## config.mk

```make
export PLATFORM = sky130hd
export DESIGN_NAME = rpwu_pipe
export DESIGN_NICKNAME = d
export VERILOG_FILES = /design/src/rtl/rpwu_pkg.sv /design/src/rtl/rpwu_pipe.sv
export SDC_FILE = /design/constraint.sdc
export NUM_CORES = 2
export LEC_CHECK = 0
export ABC_AREA = 1
export BUFFER_PORTS_ARGS = -buffer_cell sky130_fd_sc_hd__buf_2
export CAP_MARGIN = 20
export CORE_AREA = 2 2 261 263
export CTS_BUF_LIST = sky130_fd_sc_hd__clkbuf_2 sky130_fd_sc_hd__clkbuf_4 sky130_fd_sc_hd__clkbuf_8
export CTS_CLUSTER_DIAMETER = 150
export DETAILED_ROUTE_END_ITERATION = 12
export DIE_AREA = 0 0 263 265
export GPL_ROUTABILITY_DRIVEN = 1
export PLACE_DENSITY = 0.86
export SLEW_MARGIN = 40
export SYNTH_ARGS = -nofsm -noshare
export SYNTH_HDL_FRONTEND = slang
export SYNTH_SLANG_ARGS = --single-unit
```

## constraint.sdc

```tcl
create_clock -name clk -period 7.7 [get_ports clk]
set_input_delay 1.54 -clock clk [delete_from_list [all_inputs] [get_ports clk]]
set_output_delay 1.54 -clock clk [all_outputs]
set_load 0.02 [all_outputs]
```

## src/rtl/rpwu_pkg.sv

```systemverilog
package rpwu_pkg;

	localparam int unsigned IDX_W = 10;
	localparam int unsigned STEP_W = 31;
	localparam int unsigned FAC_W = 16;
	localparam int unsigned CFG_IDX_W = 3;
	localparam int unsigned PROD_W = STEP_W + FAC_W;
	localparam int unsigned FRAC_F = 14;

	// rounding constant for Q2.14 factors (half at bit 13)
	localparam logic [PROD_W-1:0] ROUND_HALF = PROD_W'(1) << (FRAC_F - 1);

	localparam logic [STEP_W-1:0] STEP_MAX = {STEP_W{1'b1}};
	localparam logic signed [31:0] W_MAX = 32'sh7FFF_FFFF;
	localparam logic signed [31:0] W_MIN = 32'sh8000_0000;

	// stored gradient sign codes
	localparam logic [1:0] SIGN_ZERO = 2'd0;
	localparam logic [1:0] SIGN_PLUS = 2'd1;
	localparam logic [1:0] SIGN_MINUS = 2'd3;

	// request modes
	localparam logic MODE_INIT = 1'b0;
	localparam logic MODE_UPDATE = 1'b1;

	// configuration register indexes
	localparam logic [CFG_IDX_W-1:0] CFG_INC_FACTOR = 3'd0;
	localparam logic [CFG_IDX_W-1:0] CFG_DEC_FACTOR = 3'd1;
	localparam logic [CFG_IDX_W-1:0] CFG_MAX_STEP = 3'd2;
	localparam logic [CFG_IDX_W-1:0] CFG_MIN_STEP = 3'd3;
	localparam logic [CFG_IDX_W-1:0] CFG_INIT_STEP = 3'd4;
	localparam logic [CFG_IDX_W-1:0] CFG_USE_FREEZE = 3'd5;
	localparam logic [CFG_IDX_W-1:0] CFG_USE_BACKTRACK = 3'd6;
	localparam logic [CFG_IDX_W-1:0] CFG_USE_OLD_VALUE = 3'd7;

	typedef struct packed {
		logic mode;
		logic [IDX_W-1:0] index;
		logic signed [31:0] gradient;
		logic signed [31:0] weight;
		logic error_rose;
	} in_item_t;

	typedef struct packed {
		logic [IDX_W-1:0] out_index;
		logic signed [31:0] new_weight;
		logic [STEP_W-1:0] new_step;
		logic backtracked;
	} out_item_t;

	typedef struct packed {
		logic [FAC_W-1:0] increase_factor;
		logic [FAC_W-1:0] decrease_factor;
		logic [STEP_W-1:0] max_step;
		logic [STEP_W-1:0] min_step;
		logic [STEP_W-1:0] init_step;
		logic use_freezing;
		logic use_backtracking;
		logic use_old_value;
	} cfg_t;

	typedef struct packed {
		logic [STEP_W-1:0] step;
		logic [1:0] sign;
		logic signed [31:0] change;
	} entry_t;

	typedef struct packed {
		logic en;
		logic [IDX_W-1:0] idx;
		entry_t data;
	} wr_t;

	typedef struct packed {
		logic s1_valid;
		logic [IDX_W-1:0] s1_index;
	} pipe_status_t;

endpackage

```

## src/rtl/rpwu_pipe.sv

```systemverilog
module rpwu_pipe (
	input logic clk,
	input logic arst_n,
	input logic en,
	input logic item_fire,
	input rpwu_pkg::in_item_t item,
	input rpwu_pkg::cfg_t cfg,
	input rpwu_pkg::entry_t rd_entry,
	output rpwu_pkg::wr_t wr,
	output rpwu_pkg::pipe_status_t status,
	output logic res_valid,
	output rpwu_pkg::out_item_t res
);
	import rpwu_pkg::*;

	// stage registers
	logic valid_s1, valid_s2, valid_s3;
	in_item_t item_s1;

	logic mode_s2;
	logic [IDX_W-1:0] idx_s2;
	logic pos_s2, neg_s2, grow_s2, shrink_s2, err_rose_s2;
	logic [STEP_W-1:0] step_s2;
	logic signed [31:0] change_s2;
	logic signed [31:0] weight_s2;
	logic [PROD_W-1:0] prod_s2;

	logic [IDX_W-1:0] idx_s3;
	logic [STEP_W-1:0] step_s3;
	logic signed [31:0] weight_s3;
	logic signed [31:0] operand_s3;
	logic bt_s3;

	// stage 1 signals
	logic pos1, neg1, old_pos1, old_neg1, grow1, shrink1;
	logic [FAC_W-1:0] factor1;
	logic [PROD_W-1:0] prod1;

	// stage 2 signals
	logic [PROD_W:0] rounded_full2;
	logic [PROD_W-FRAC_F:0] rounded2;
	logic [STEP_W-1:0] scaled2;
	logic [STEP_W-1:0] step_new2;
	logic [1:0] sign_new2;
	logic signed [31:0] move2;
	logic signed [31:0] change_new2;
	logic bt2;

	// stage 3 signals
	logic signed [32:0] sum3;
	logic signed [31:0] weight_out3;

	// valid chain
	always_ff @(posedge clk or negedge arst_n) begin
		if (!arst_n) begin
			valid_s1 <= 1'b0;
			valid_s2 <= 1'b0;
			valid_s3 <= 1'b0;
		end else if (en) begin
			valid_s1 <= item_fire;
			valid_s2 <= valid_s1;
			valid_s3 <= valid_s2;
		end
	end

	// stage 1: sign compare and step scaling product
	always_comb begin
		pos1 = !item_s1.gradient[31] && (item_s1.gradient != 32'sd0);
		neg1 = item_s1.gradient[31];
		old_pos1 = (rd_entry.sign == SIGN_PLUS);
		old_neg1 = (rd_entry.sign == SIGN_MINUS);
		grow1 = (pos1 && old_pos1) || (neg1 && old_neg1);
		shrink1 = (pos1 && old_neg1) || (neg1 && old_pos1);
		factor1 = grow1 ? cfg.increase_factor : cfg.decrease_factor;
		prod1 = PROD_W'(rd_entry.step) * PROD_W'(factor1);
	end

	always_ff @(posedge clk) begin
		if (en) begin
			if (item_fire) begin
				item_s1 <= item;
			end
			mode_s2 <= item_s1.mode;
			idx_s2 <= item_s1.index;
			pos_s2 <= pos1;
			neg_s2 <= neg1;
			grow_s2 <= grow1;
			shrink_s2 <= shrink1;
			err_rose_s2 <= item_s1.error_rose;
			step_s2 <= rd_entry.step;
			change_s2 <= rd_entry.change;
			weight_s2 <= item_s1.weight;
			prod_s2 <= prod1;
		end
	end

	// stage 2: round, saturate and clamp the step, pick the change
	always_comb begin
		rounded_full2 = {1'b0, prod_s2} + {1'b0, ROUND_HALF};
		rounded2 = rounded_full2[PROD_W:FRAC_F];
		scaled2 = (|rounded2[PROD_W-FRAC_F:STEP_W]) ? STEP_MAX : rounded2[STEP_W-1:0];

		step_new2 = step_s2;
		if (mode_s2 == MODE_INIT) begin
			step_new2 = cfg.init_step;
		end else if (grow_s2) begin
			step_new2 = (scaled2 > cfg.max_step) ? cfg.max_step : scaled2;
		end else if (shrink_s2) begin
			step_new2 = (scaled2 < cfg.min_step) ? cfg.min_step : scaled2;
		end

		// move against the gradient sign
		priority if (pos_s2) begin
			move2 = -$signed({1'b0, step_new2});
		end else if (neg_s2) begin
			move2 = $signed({1'b0, step_new2});
		end else begin
			move2 = 32'sd0;
		end

		sign_new2 = pos_s2 ? SIGN_PLUS : (neg_s2 ? SIGN_MINUS : SIGN_ZERO);
		change_new2 = move2;
		bt2 = 1'b0;
		if (mode_s2 == MODE_INIT) begin
			sign_new2 = SIGN_ZERO;
			change_new2 = 32'sd0;
		end else if (shrink_s2) begin
			if (cfg.use_freezing) begin
				sign_new2 = SIGN_ZERO;
			end
			if (!cfg.use_backtracking) begin
				change_new2 = move2;
			end else if (!cfg.use_old_value || err_rose_s2) begin
				change_new2 = 32'sd0;
				bt2 = 1'b1;
			end else begin
				change_new2 = change_s2;
			end
		end
	end

	// write back at the end of stage 2
	always_comb begin
		wr.en = en && valid_s2;
		wr.idx = idx_s2;
		wr.data.step = step_new2;
		wr.data.sign = sign_new2;
		wr.data.change = change_new2;
	end

	always_ff @(posedge clk) begin
		if (en) begin
			idx_s3 <= idx_s2;
			step_s3 <= step_new2;
			weight_s3 <= weight_s2;
			operand_s3 <= bt2 ? change_s2 : change_new2;
			bt_s3 <= bt2;
		end
	end

	// stage 3: saturating weight add or backtrack
	always_comb begin
		if (bt_s3) begin
			sum3 = {weight_s3[31], weight_s3} - {operand_s3[31], operand_s3};
		end else begin
			sum3 = {weight_s3[31], weight_s3} + {operand_s3[31], operand_s3};
		end
		if (sum3[32] != sum3[31]) begin
			weight_out3 = sum3[32] ? W_MIN : W_MAX;
		end else begin
			weight_out3 = sum3[31:0];
		end
	end

	assign res_valid = valid_s3;
	assign res.out_index = idx_s3;
	assign res.new_weight = weight_out3;
	assign res.new_step = step_s3;
	assign res.backtracked = bt_s3;

	assign status.s1_valid = valid_s1;
	assign status.s1_index = item_s1.index;

endmodule

```

==> metrics.yaml <==
die:
  pin_count: 435
  die_w_um: 263
  die_area_sq_um: 69700
  rows: 95
  start_util_pct: 51.5
  die_h_um: 265
  core_sq_um: 66800
critical_path:
  rr_endpoint: "prod_s2[46]"
  crit_type: "flip-flop to primary output"
  worstSetupStartpoint: "operand_s3[1]"
  r2r_slack_ps: 100
  cp-end-kind: "primary output"
  crit_arrival_ps: 6150
  critPathRequiredTime_ps: 6160
  r2r_start: "item_s1[45]"
  crit_slowest_cell: "o21ai_0"
  start_kind: "flip-flop"
  reg2reg_depth: 36
  crit_top_cell: "inv_1"
  max_stage_delay_ps: 510
  critPathMaxFanout: 18
global_routing:
  grt_first_pass_wirelength_um: 177000
  antenna_found_initial: 20
  grt_usage_pct: 33.0
  globalRouteOverflowTotal: 0
  grt_max_degree: 79
  grt_pass1_vias: 31600
sta:
  period_share_pct: 99.9
  fin_worst_skew_ps: 36.0
  hold_violations: 0
  max_freq_mhz: 130
  tightest_slew_ps: 783
  finalSetupViolCount: 0
  period_minus_slack_ps: 7690
  rsz0062_at_grt: "true"
  slew_viol_final: 0
  max-slew-margin-rel_pct: 47.8
drt:
  post_drt_via_cell_ratio: 5.63
  wirelength_um: 121000
  dr.pass1.iters: 7
  vias: 32100
  drc: 0
  postRouteAntennaNets: 0
  drtIter0Drc: 3857
  wl_per_cell_um: 21.3
cts:
  clk_latency_ps: 660
  root_buffer: "clkbuf_8"
  holdBufCountCts: 0
  path_clk_slew_ps: 70
  cts_max_level: 2
  cts_inserted_buffers: 52
  clockBufferDepth: 3
  cts_num_sinks: 330
  cts_tree: "built"
job:
  maxCapViolations: 0
final_layout:
  area_delta_synth_final_pct: 24.9
  final_cell_count_no_fill: 5707
  final_cell_mix: "nand2_1 (904), inv_1 (732), buf_2 (416), fa_1 (388), nor2_1 (349)"
  regArea_sq_um: 9890
  drive_gt1_share_pct: 26.2
  fin_nets: 5666
  fillers: 5196
  final_common_cell: "nand2_1"
  multi_input_area_sq_um: 22300
  utilization_pct: 64.3
hold_path:
  min_path_cells: 0
  hold_path.class: "flip-flop to flip-flop"
  worstHoldEndpoint: "weight_s3[7]"
  hp-start: "weight_s2[7]"
yosys:
  synthArstFlopShare_pct: 0.909
  synth_edf_count: 327
  seq_area_frac_synth_pct: 28.8
  syn_area_sq_um: 34400
  syn_area_per_cell_sq_um: 8.46
  ys_types: 52
  synthCells: 4064
  ys_ff_latch: 330
  synth_nets: 4953
  ys_warn_count: 0
  yosysTopAreaCellShare_pct: 28.5
  synth_top_area_cell: "edfxtp_1"
  ys_top_cells_by_area: "edfxtp_1 (29%), fa_1 (24%), nand2_1 (10%), inv_1 (8.4%), ha_1 (7.7%)"
  synth_top_flop_cell: "edfxtp_1"
place:
  placedCellCount: 5491
  dp.final_hpwl_um: 94700
  globalplace.congestion: 1.04
  portBuffers: 434
status:
  status: "finished, final reports clean"
[logic make-up (layout without fill, tap and decap cells)]
kind of cell | after synthesis | in the layout | share of synthesized area, %
compound gates | 411 | 411 | 6.65
xor+xnor | 117 | 117 | 2.98
fa+ha+maj | 616 | 616 | 31.2
buf+inv | 933 | 1686 | 10.4
flops | 330 | 330 | 28.8
other cells | 0 | 16 | 0
simple gates | 1657 | 1658 | 20.0
[worst max-delay path by stage]
| stage | end | slack [ps] | cells past startpoint |
|---|---|---|---|
| floorplan | prod_s2[44] | -5 | 36 |
| global placement | prod_s2[42] | -870 | 31 |
| detailed placement | prod_s2[42] | -990 | 31 |
| CTS | wr[17] | -50 | 39 |
| global route | res[44] | -350 | 26 |
| finish | res[44] | 6 | 25 |
[worst max-delay path: cells and delay by family, from the launching register on]
family	cells	cell delay (ps)
buf+inv	7	1090
flops	1	430
xor+xnor	2	410
fa+ha+maj	2	520
simple gates	7	1330
compound gates	7	1730
[cell type report]
cell class	count	share of cell area, %
Antenna cell	16	0.0932
Clock buffer	65	1.89
Clock inverter	30	0.545
Inverter	792	6.96
Multi-Input combinational cell	2802	51.9
Sequential cell	330	23.0
Tap cell	873	2.54
Timing Repair Buffer	798	13.0
Timing Repair inverter	1	0.0175
[Yosys cell counts, types with 6 or more instances]
cell type and instances:
nor2_1 377, clkinv_1 10, xor2_1 70, nor4_1 17, o21ai_0 133, a21oi_1 174
a21boi_0 6, o21a_1 12, nor2_2 17, o21ai_1 21, nor3_1 30, buf_4 13
o221ai_1 6, nand2_2 14, nand2_1 956, xnor2_1 47, inv_1 774, fa_1 404
inv_2 8, buf_2 12, nand3_1 155, a21boi_1 7, nand4_1 32, buf_1 9
a211oi_1 6, or2_2 41, a31oi_1 11, ha_1 212, edfxtp_1 327, clkbuf_1 106
[layer usage]
metal | up-vias | global-route usage, % | part of all wire [%]
li1 | 14100 | - | -
met1 | 15200 | 40.7 | 36
met2 | 2257 | 53.5 | 46
met3 | 514 | 8.03 | 12
met4 | 4 | 18.2 | 6.8
met5 | - | 0 | 0.021
[per-stage QoR]
stage                     setup WS [ps]  hold WS, ps  setup TNS (ps)  cell area (sq um)
after global routing               -351          402           -6410              43000
after floorplan                   -4.69          400           -7.47              34500
after detailed placement           -986          405          -19640              39400
after CTS                         -54.0          407            -186              40800
final                              5.82          398               0              43000
after global placement             -872          400          -16230              39400
[state kept, by name (all words and copies together), names as in the netlist, 10 cells and up]
register    flops
change_s2      32
idx_s2         10
idx_s3         10
item_s1        66
operand_s3     32
prod_s2        34
status         10
step_s2        31
step_s3        31
weight_s2      32
weight_s3      32
[what timing repair did]
| item | 4_1_cts | 5_1_grt |
|---|---|---|
| setup buffers | 10 | 87 |
| cloned | 2 | 6 |
| pin swaps | 8 | 109 |
| resized for setup | 61 | 354 |
| setup endpoints to repair | 67 | 85 |
Power is left out: the tool's default activity adds up to more than one toggle a clock period on the data nets, which glitch-free logic cannot reach.
